`src/design/xtef_pkg.sv`:
```
// ----------------------------------------------------------------------------
// xtef_pkg
// shared codes, widths and types for the xml token event machine
// ----------------------------------------------------------------------------
`default_nettype none

package xtef_pkg;

    // handle bits kept from the lexer, never more than the 16-bit port fields
    localparam int HANDLE_BITS = 16;
    localparam int HANDLE_W    = (HANDLE_BITS < 16) ? HANDLE_BITS : 16;

    localparam int KIND_W  = 4;
    localparam int FIELD_W = 16;
    localparam int EVENT_W = 3;
    localparam int ERR_W   = 2;
    localparam int PHASE_W = 4;
    localparam int ATTR_W  = 2;

    // parse phases
    localparam logic [PHASE_W-1:0] PH_NOT_STARTED = 4'd0;
    localparam logic [PHASE_W-1:0] PH_DECL        = 4'd1;
    localparam logic [PHASE_W-1:0] PH_CHARS       = 4'd2;
    localparam logic [PHASE_W-1:0] PH_BEGIN_STAG  = 4'd3;
    localparam logic [PHASE_W-1:0] PH_BEGIN_ETAG  = 4'd4;
    localparam logic [PHASE_W-1:0] PH_STAG        = 4'd5;
    localparam logic [PHASE_W-1:0] PH_ETAG        = 4'd6;
    localparam logic [PHASE_W-1:0] PH_ERROR       = 4'd7;
    localparam logic [PHASE_W-1:0] PH_STOPPED     = 4'd8;

    // attribute sub-phases
    localparam logic [ATTR_W-1:0] AP_NONE = 2'd0;
    localparam logic [ATTR_W-1:0] AP_NAME = 2'd1;
    localparam logic [ATTR_W-1:0] AP_EQ   = 2'd2;

    // token kinds
    localparam logic [KIND_W-1:0] TK_XMLDECL = 4'd0;
    localparam logic [KIND_W-1:0] TK_NAME    = 4'd1;
    localparam logic [KIND_W-1:0] TK_EQ      = 4'd2;
    localparam logic [KIND_W-1:0] TK_STRING  = 4'd3;
    localparam logic [KIND_W-1:0] TK_WS      = 4'd4;
    localparam logic [KIND_W-1:0] TK_ENDPI   = 4'd5;
    localparam logic [KIND_W-1:0] TK_CHARS   = 4'd6;
    localparam logic [KIND_W-1:0] TK_STAG    = 4'd7;
    localparam logic [KIND_W-1:0] TK_ETAG    = 4'd8;
    localparam logic [KIND_W-1:0] TK_ENDSTAG = 4'd9;
    localparam logic [KIND_W-1:0] TK_ENDETAG = 4'd10;
    localparam logic [KIND_W-1:0] TK_EOF     = 4'd11;

    // event codes
    localparam logic [EVENT_W-1:0] EV_STARTDOC  = 3'd0;
    localparam logic [EVENT_W-1:0] EV_CHARS     = 3'd1;
    localparam logic [EVENT_W-1:0] EV_STARTELEM = 3'd2;
    localparam logic [EVENT_W-1:0] EV_ENDELEM   = 3'd3;
    localparam logic [EVENT_W-1:0] EV_ATTR      = 3'd4;
    localparam logic [EVENT_W-1:0] EV_ENDDOC    = 3'd5;
    localparam logic [EVENT_W-1:0] EV_ERROR     = 3'd6;

    // error kinds
    localparam logic [ERR_W-1:0] ER_NODECL = 2'd0;
    localparam logic [ERR_W-1:0] ER_SYNTAX = 2'd1;
    localparam logic [ERR_W-1:0] ER_NONAME = 2'd2;

    typedef struct packed {
        logic [PHASE_W-1:0]  phase;
        logic [ATTR_W-1:0]   attr;
        logic [HANDLE_W-1:0] attr_key;
        logic [HANDLE_W-1:0] elem_name;
    } xtef_state_t;

    typedef struct packed {
        logic               valid;
        logic [EVENT_W-1:0] code;
        logic [FIELD_W-1:0] name;
        logic [FIELD_W-1:0] text;
        logic [ERR_W-1:0]   err;
    } xtef_event_t;

endpackage

`default_nettype wire

```
`src/design/xtef_decode.sv`:
```
// ----------------------------------------------------------------------------
// xtef_decode
// grammar step: next parse state and the event caused by one token
// ----------------------------------------------------------------------------
`default_nettype none

module xtef_decode
    import xtef_pkg::*;
(
    input  wire xtef_state_t         cur,
    input  wire logic [KIND_W-1:0]   kind,
    input  wire logic [HANDLE_W-1:0] handle,
    output xtef_state_t              nxt,
    output xtef_event_t              ev
);

    logic [FIELD_W-1:0] handle_ext;
    logic [FIELD_W-1:0] elem_ext;
    logic [FIELD_W-1:0] attr_ext;

    assign handle_ext = FIELD_W'(handle);
    assign elem_ext   = FIELD_W'(cur.elem_name);
    assign attr_ext   = FIELD_W'(cur.attr_key);

    always_comb begin
        logic fail;
        logic [ERR_W-1:0] fail_kind;

        nxt       = cur;
        ev        = '0;
        fail      = 1'b0;
        fail_kind = ER_SYNTAX;

        case (cur.phase)
            PH_NOT_STARTED: begin
                if (kind == TK_XMLDECL) begin
                    nxt.phase = PH_DECL;
                end else begin
                    fail      = 1'b1;
                    fail_kind = ER_NODECL;
                end
            end
            PH_DECL: begin
                case (kind)
                    TK_NAME: begin
                        if (cur.attr != AP_NONE) begin
                            fail = 1'b1;
                        end else begin
                            nxt.attr_key = handle;
                            nxt.attr     = AP_NAME;
                        end
                    end
                    TK_EQ: begin
                        if (cur.attr != AP_NAME) fail = 1'b1;
                        else nxt.attr = AP_EQ;
                    end
                    TK_STRING: begin
                        // declaration pairs are checked but not reported
                        if (cur.attr != AP_EQ) fail = 1'b1;
                        else nxt.attr = AP_NONE;
                    end
                    TK_WS: begin
                    end
                    TK_ENDPI: begin
                        nxt.phase = PH_CHARS;
                        ev.valid  = 1'b1;
                        ev.code   = EV_STARTDOC;
                    end
                    default: begin
                        fail = 1'b1;
                    end
                endcase
            end
            PH_CHARS: begin
                case (kind)
                    TK_CHARS: begin
                        ev.valid = 1'b1;
                        ev.code  = EV_CHARS;
                        ev.name  = handle_ext;
                    end
                    TK_STAG: nxt.phase = PH_BEGIN_STAG;
                    TK_ETAG: nxt.phase = PH_BEGIN_ETAG;
                    TK_EOF: begin
                        nxt.phase = PH_STOPPED;
                        ev.valid  = 1'b1;
                        ev.code   = EV_ENDDOC;
                    end
                    default: begin
                        fail = 1'b1;
                    end
                endcase
            end
            PH_BEGIN_STAG, PH_BEGIN_ETAG: begin
                if (kind != TK_NAME) begin
                    fail      = 1'b1;
                    fail_kind = ER_NONAME;
                end else begin
                    nxt.elem_name = handle;
                    nxt.attr      = AP_NONE;
                    ev.valid      = 1'b1;
                    ev.name       = handle_ext;
                    if (cur.phase == PH_BEGIN_STAG) begin
                        nxt.phase = PH_STAG;
                        ev.code   = EV_STARTELEM;
                    end else begin
                        nxt.phase = PH_ETAG;
                        ev.code   = EV_ENDELEM;
                    end
                end
            end
            PH_STAG: begin
                case (kind)
                    TK_ENDSTAG, TK_ENDETAG: begin
                        if (cur.attr != AP_NONE) begin
                            fail = 1'b1;
                        end else begin
                            nxt.phase = PH_CHARS;
                            // empty-element tag closes itself
                            if (kind == TK_ENDETAG) begin
                                ev.valid = 1'b1;
                                ev.code  = EV_ENDELEM;
                                ev.name  = elem_ext;
                            end
                        end
                    end
                    TK_NAME: begin
                        if (cur.attr != AP_NONE) begin
                            fail = 1'b1;
                        end else begin
                            nxt.attr_key = handle;
                            nxt.attr     = AP_NAME;
                        end
                    end
                    TK_EQ: begin
                        if (cur.attr != AP_NAME) fail = 1'b1;
                        else nxt.attr = AP_EQ;
                    end
                    TK_STRING: begin
                        if (cur.attr != AP_EQ) begin
                            fail = 1'b1;
                        end else begin
                            nxt.attr = AP_NONE;
                            ev.valid = 1'b1;
                            ev.code  = EV_ATTR;
                            ev.name  = attr_ext;
                            ev.text  = handle_ext;
                        end
                    end
                    TK_WS: begin
                    end
                    default: begin
                        fail = 1'b1;
                    end
                endcase
            end
            PH_ETAG: begin
                if (kind == TK_ENDSTAG) begin
                    if (cur.attr != AP_NONE) fail = 1'b1;
                    else nxt.phase = PH_CHARS;
                end else if (kind != TK_WS) begin
                    fail = 1'b1;
                end
            end
            default: begin
                // error, stopped and unused phases swallow tokens
            end
        endcase

        if (fail) begin
            nxt.phase = PH_ERROR;
            ev        = '0;
            ev.valid  = 1'b1;
            ev.code   = EV_ERROR;
            ev.err    = fail_kind;
        end
    end

endmodule

`default_nettype wire

```
`src/design/xml_token_event_fsm.sv`:
```
// ----------------------------------------------------------------------------
// xml_token_event_fsm
// turns a stream of xml lexer tokens into sax events or a coded error
// ----------------------------------------------------------------------------
// an accepted token is held in the token register, then its event in the event register
// throughput: one token per cycle while the event register can take a result; the grammar step
// reads and writes the parse state in the same cycle that a token leaves the token register
// a waiting event still lets one more token into the token register
// reset: synchronous active-low aresetn clears both valid flags and the parse state
`default_nettype none

module xml_token_event_fsm
    import xtef_pkg::*;
(
    input  wire logic        aclk,
    input  wire logic        aresetn,

    input  wire logic        s_tvalid,
    output logic             s_tready,
    input  wire logic [23:0] s_tdata,   // token_kind[3:0], value_handle[19:4], zero pad

    output logic             m_tvalid,
    input  wire logic        m_tready,
    output logic [39:0]      m_tdata    // event_code[2:0], name_ref[18:3],
                                        // text_ref[34:19], error_kind[36:35], zero pad
);

    logic                in_valid_reg;
    logic [KIND_W-1:0]   in_kind_reg;
    logic [HANDLE_W-1:0] in_handle_reg;

    xtef_state_t state_reg;
    xtef_state_t state_next;
    xtef_event_t ev_next;

    logic                m_valid_reg;
    logic [EVENT_W-1:0]  m_code_reg;
    logic [FIELD_W-1:0]  m_name_reg;
    logic [FIELD_W-1:0]  m_text_reg;
    logic [ERR_W-1:0]    m_err_reg;

    logic out_free;
    logic step;

    // the token in the register moves on once the event register can take a result
    assign out_free = !m_valid_reg || m_tready;
    assign step     = in_valid_reg && out_free;
    assign s_tready = !in_valid_reg || out_free;

    xtef_decode u_decode (
        .cur    (state_reg),
        .kind   (in_kind_reg),
        .handle (in_handle_reg),
        .nxt    (state_next),
        .ev     (ev_next)
    );

    always_ff @(posedge aclk) begin
        if (!aresetn) begin
            in_valid_reg <= 1'b0;
        end else if (s_tready) begin
            in_valid_reg <= s_tvalid;
        end
    end

    always_ff @(posedge aclk) begin
        if (s_tvalid && s_tready) begin
            in_kind_reg   <= s_tdata[3:0];
            in_handle_reg <= s_tdata[4 +: HANDLE_W];
        end
    end

    always_ff @(posedge aclk) begin
        if (!aresetn) begin
            state_reg <= '{phase: PH_NOT_STARTED, attr: AP_NONE,
                           attr_key: '0, elem_name: '0};
        end else if (step) begin
            state_reg <= state_next;
        end
    end

    always_ff @(posedge aclk) begin
        if (!aresetn) begin
            m_valid_reg <= 1'b0;
        end else if (out_free) begin
            m_valid_reg <= step && ev_next.valid;
        end
    end

    always_ff @(posedge aclk) begin
        if (step && ev_next.valid) begin
            m_code_reg <= ev_next.code;
            m_name_reg <= ev_next.name;
            m_text_reg <= ev_next.text;
            m_err_reg  <= ev_next.err;
        end
    end

    assign m_tvalid = m_valid_reg;
    assign m_tdata  = {3'b000, m_err_reg, m_text_reg, m_name_reg, m_code_reg};

endmodule

`default_nettype wire

```
`config.mk`:
```
export PLATFORM = sky130hd
export DESIGN_NAME = xml_token_event_fsm
export DESIGN_NICKNAME = d
export VERILOG_FILES = /design/src/design/xtef_pkg.sv /design/src/design/xtef_decode.sv /design/src/design/xml_token_event_fsm.sv
export SDC_FILE = /design/constraint.sdc
export NUM_CORES = 1
export LEC_CHECK = 0
export BUFFER_PORTS_ARGS = -buffer_cell sky130_fd_sc_hd__buf_2
export CAP_MARGIN = 20
export CELL_PAD_IN_SITES_DETAIL_PLACEMENT = 0
export CELL_PAD_IN_SITES_GLOBAL_PLACEMENT = 1
export CORE_MARGIN = 8
export CORE_UTILIZATION = 45
export DETAILED_ROUTE_END_ITERATION = 8
export PLACE_DENSITY_LB_ADDON = 0.1
export SLEW_MARGIN = 0
export SYNTH_ARGS = -nofsm -noshare
export SYNTH_HDL_FRONTEND = slang
export SYNTH_HIERARCHICAL = 1
export SYNTH_SLANG_ARGS = --single-unit
```
`constraint.sdc`:
```
create_clock -name aclk -period 5.1 [get_ports aclk]
set_input_delay 0.255 -clock aclk [delete_from_list [all_inputs] [get_ports aclk]]
set_output_delay 0.255 -clock aclk [all_outputs]
set_load 0.05 [all_outputs]
```
; ---- Word-level counts from Yosys, hierarchy flattened
; Cells that the tools add are included.
[totals]
ff_bits = 97
wordCells = 114
inputBits = 28
[classes]
n_eq_ne = 32
n_mux = 43
n_reduce_logical = 23
bitwise = 4
[op_table]
columns = op, n
row1 = 20-bit two-way mux, 3
row2 = 16-bit two-way mux, 3
row3 = 16-bit one-hot mux with 3 select lines, 1
row4 = 20-bit one-hot mux with 2 select lines, 1
row5 = 38-bit two-way mux, 1
row6 = 36-bit two-way mux, 1
row7 = 4-bit by 3-bit == test with 1-bit output (second input constant), 7
row8 = 4-bit two-way mux, 7
row9 = 4-bit one-hot mux with 6 select lines, 1
row10 = 18-bit two-way mux, 1
row11 = 4-bit by 2-bit == test with 1-bit output (second input constant), 4
row12 = 4-bit == test (second input constant), 4
row13 = 4-bit one-hot mux with 4 select lines, 1
row14 = 3-bit != test (second input constant), 4
row15 = 4-bit one-hot mux with 3 select lines, 1
row16 = 1-bit two-way mux, 10
row17 = 4-bit by 1-bit == test with 1-bit output (second input constant), 2
row18 = 4-bit zero test, 2
row19 = 2-bit two-way mux, 4
row20 = 4-bit by 1-bit != test with 1-bit output (second input constant), 2
row21 = 1-bit one-hot mux with 4 select lines, 2
row22 = 2-bit one-hot mux with 2 select lines, 2
row23 = 4-bit one-hot mux with 2 select lines, 1
row24 = 8-bit AND reduction, 1
row25 = other kinds (21), 36

; ---- Depth between registers and ports, before layout
[logic_depth]
depth_word = 7
mapped_depth = 10
ltp_nobuf = 7

; ---- Cells and area by module
; Netlist, hierarchy kept.
[by_module_without_submodules]
columns = mod, cells_each, n_inst, area_per_inst_um2
row1 = xml_token_event_fsm, 238, 1, 3367.0
row2 = xtef_decode, 215, 1, 1624.1

; ---- Least setup slack after synthesis
; Ideal clock, no wire load.
[synth_path]
path_type = register to register
from = reg in_kind_reg[3]
to = reg m_code_reg[0] (enable)
arrival_time_ns = 3.225
slack_ns = 1.444
setup_time_ns = 0.432
synth_period_minus_slack_ns = 3.656
path_stages_with_launch = 8
cell_sequence = edfxtp_1 -> or3b_2 -> a2111oi_0 -> a221oi_1 -> and4_1 -> nand3_1 -> nand2_1 -> nor2_1
[synth_rtl]
columns = element, line_no
row1 = from (decl), xml_token_event_fsm.sv:29  ; logic [KIND_W-1:0] in_kind_reg;
row2 = from (signal assigned), xml_token_event_fsm.sv:68  ; in_kind_reg <= s_tdata[3:0];
row3 = to (signal assigned), xml_token_event_fsm.sv:92  ; m_code_reg <= ev_next.code;
row4 = to (decl), xml_token_event_fsm.sv:37  ; logic [EVENT_W-1:0] m_code_reg;

==> results.cfg <==
[clock_tree]
cts_setup_buffers = 0
cts_root_buf = clkbuf_8
insertion_delay_ps = 360
cts_resized = 0
clock_sinks = 97
postCtsHoldBufs = 0
cts_inserted_buffers = 9
cts_max_level = 3
cts.path.max_buffers = 2
path_clk_slew_ps = 100
cts_tree = yes

[setup_path]
crit_chain = nand2b_1 > nor2_1 > nor4bb_4 > buf_4 > o21ai_0 > nand3_1 > nand2_1 > nor2_4 > buf_12
critical_path_peak_fanout = 31
slowest_delay_ps = 610
endpoint_kind = flip-flop
endpoint = m_text_reg[4]
required_ps = 5160
critPathLaunch = state_reg[34]
reg2reg_depth = 9
rr_startpoint = state_reg[34]
arrival_ps = 3240
critPathLaunchType = flip-flop
path_class = reg2reg
r2r_end = m_text_reg[4]
regToRegSetupSlack_ps = 1920
critical-path-slowest-cell = dfxtp_1

[sta]
tns_ps = 0
max_slew_margin_pct = 48.5
hold_ws_ps = 62.2
maxSlewViolCount = 0
finalHoldViolations = 0
tightest_slew_ps = 772
fin_worst_skew_ps = 12.0
setup_viol = 0
period_share_pct = 62.3
period_needed_ps = 3180
rsz0062_at_grt = no
postLayoutSetupSlackWorst_ps = 1920
fmax_mhz = 315

[finish]
largest_reg_flops = 38
num_antenna_cells = 0
fill_cells = 995
multi_input_area_sq_mm = 0.00221
drive_gt1_share_pct = 26.2
final_nets = 523
layoutNonFillerInstCount = 640
areaGrowthSynthToFinish_pct = 10.2
seq_area_sq_mm = 0.00251

[route]
wl_microns = 11500
avgRoutedWirePerCell_microns = 17.9
via_count = 3526
ant_nets = 0
drtIter0Drc = 200
drc = 0
detail_route.first_pass.iterations = 4
vias_per_cell = 5.51

[grt]
first_global_vias = 3456
grt_use_met3_pct = 3.49
top_usage_layer = met2
met2_usage_pct = 25.2
grt_util_all_layers_pct = 15.9
antenna_found_initial = 0
overflow = 0
grt_use_met1_pct = 20.6
grt_pass1_wl_microns = 18500
grt_max_degree = 79

[min_path]
hold_depth = 1
min-delay-start = s_tdata[12]
hp-class = in2reg

[placed_design]
place.gp.congestion = 0.881
place_inst = 623
dp_hpwl_microns = 6970
port_buffers = 62
pre_cts_slack_ps = 1420

[synthesis]
synth_ff_type = edfxtp_1
synth_top_area_share_pct = 34.3
syn_avg_cell_area_sq_um = 11.0
ys_warn_count = 6
netlist_instances = 453
ys_top_cells_by_count = nand2_1 (85), edfxtp_1 (57), dfxtp_1 (40)
synth_edf_count = 57
syn_area_sq_mm = 0.00499
yosys.area.top_type = edfxtp_1
synth.distinct_cells = 60
synth_seq_cells = 97
synth_area_leaders = edfxtp_1 (34%), dfxtp_1 (16%), mux2i_1 (7.8%), mux2_2 (7.2%), nand2_1 (6.4%)
yosys.cell_count.top_type = nand2_1
yosysSeqAreaShare_pct = 50.3
ys_async_sr_fraction_pct = 0

[power_and_ir_drop]
total_leakage_power_nw = 2.06
p_per_area_mw_per_mm2 = 304
ir_worst_vdd_mv = 0.172

[die]
die_w_microns = 121
die_h_microns = 121
initial_core_util_pct = 46.0
io_pins = 70
core.rowCount = 38
die_area_sq_mm = 0.0147
core_sq_mm = 0.0108

[outcome]
outcome = finished clean

[job]
cap_violations = 0
worst min-delay path by stage:
| stage | end | slack (ps) |
|---|---|---|
| floorplan | in_handle_reg[0] | 350 |
| global placement | in_kind_reg[1] | 430 |
| detailed placement | in_handle_reg[4] | 430 |
| CTS | in_kind_reg[3] | 40 |
| global route | in_handle_reg[8] | 30 |
| finish | in_handle_reg[8] | 60 |
cells in the final DEF (no fill, tap or decap), types with 2 or more instances in the layout:
cell type   n
a21oi_1    12
nor2b_4     2
inv_1       3
nand2_1    85
inv_6       2
edfxtp_1   57
conb_1      3
o211ai_1    3
a21o_1      2
nor2_1     10
mux2i_1    39
nand2b_1    5
nor4b_2     3
a2111oi_0   3
nor4_1      4
clkbuf_8    9
o21bai_1    2
o21ai_0     6
nand3b_1    2
buf_4       9
nand4_1     2
and2_1      4
clkinv_1    2
a22o_1     33
nand3_1     5
and3_1     16
nor3_1      3
nor2b_1     6
buf_2      62
nor3b_1     3
dfxtp_1    40
mux2_2     32
critical path, delay by kind of cell, from the launching register on:
kind	cells	cell delay [ps]
and+or+nand+nor	6	1560
DFF	1	610
AOI/OAI and AO/OA	1	130
buffers and inverters	2	570
routing by layer:
metal	vias up	share of wire [%]
met5	-	0
met4	0	1.8
met3	12	4.7
met2	78	47
met1	1694	47
li1	1742	-
logic make-up after synthesis:
group | Yosys count | share of synthesized area (%)
buffers and inverters | 46 | 6.07
AND/OR/NAND/NOR | 163 | 17.0
flip-flops | 97 | 50.3
other | 1 | 0.0751
AO/OA/AOI/OAI | 75 | 11.5
multiplexers | 71 | 15.0
power breakdown:
part / internal (mW) / total, mW / switching [mW]
combinational: 0.0779 / 0.267 / 0.190
clock: 0.226 / 0.498 / 0.272
sequential: 0.872 / 0.906 / 0.0338
cell type report:
| cell class | instances | share of cell area [%] |
|---|---|---|
| well taps | 140 | 3.18 |
| repair buffers | 72 | 7.23 |
| clock buffers | 9 | 2.25 |
| clock inverters | 7 | 1.23 |
| multi-input cells | 312 | 40.2 |
| inverters | 3 | 0.205 |
| flip-flops and latches | 97 | 45.7 |
per-stage QoR:
| step | power, mW | area [sq um] | utilization [%] |
|---|---|---|---|
| CTS | 1.69 | 5480 | 50.6 |
| global route | 1.74 | 5500 | 50.8 |
| detailed placement | 1.19 | 5290 | 48.8 |
| global placement | 1.19 | 5290 | 48.8 |
| finish | 1.67 | 5500 | 50.8 |
| floorplan | 1.13 | 5000 | - |
Power figures use the tool's default switching activity.
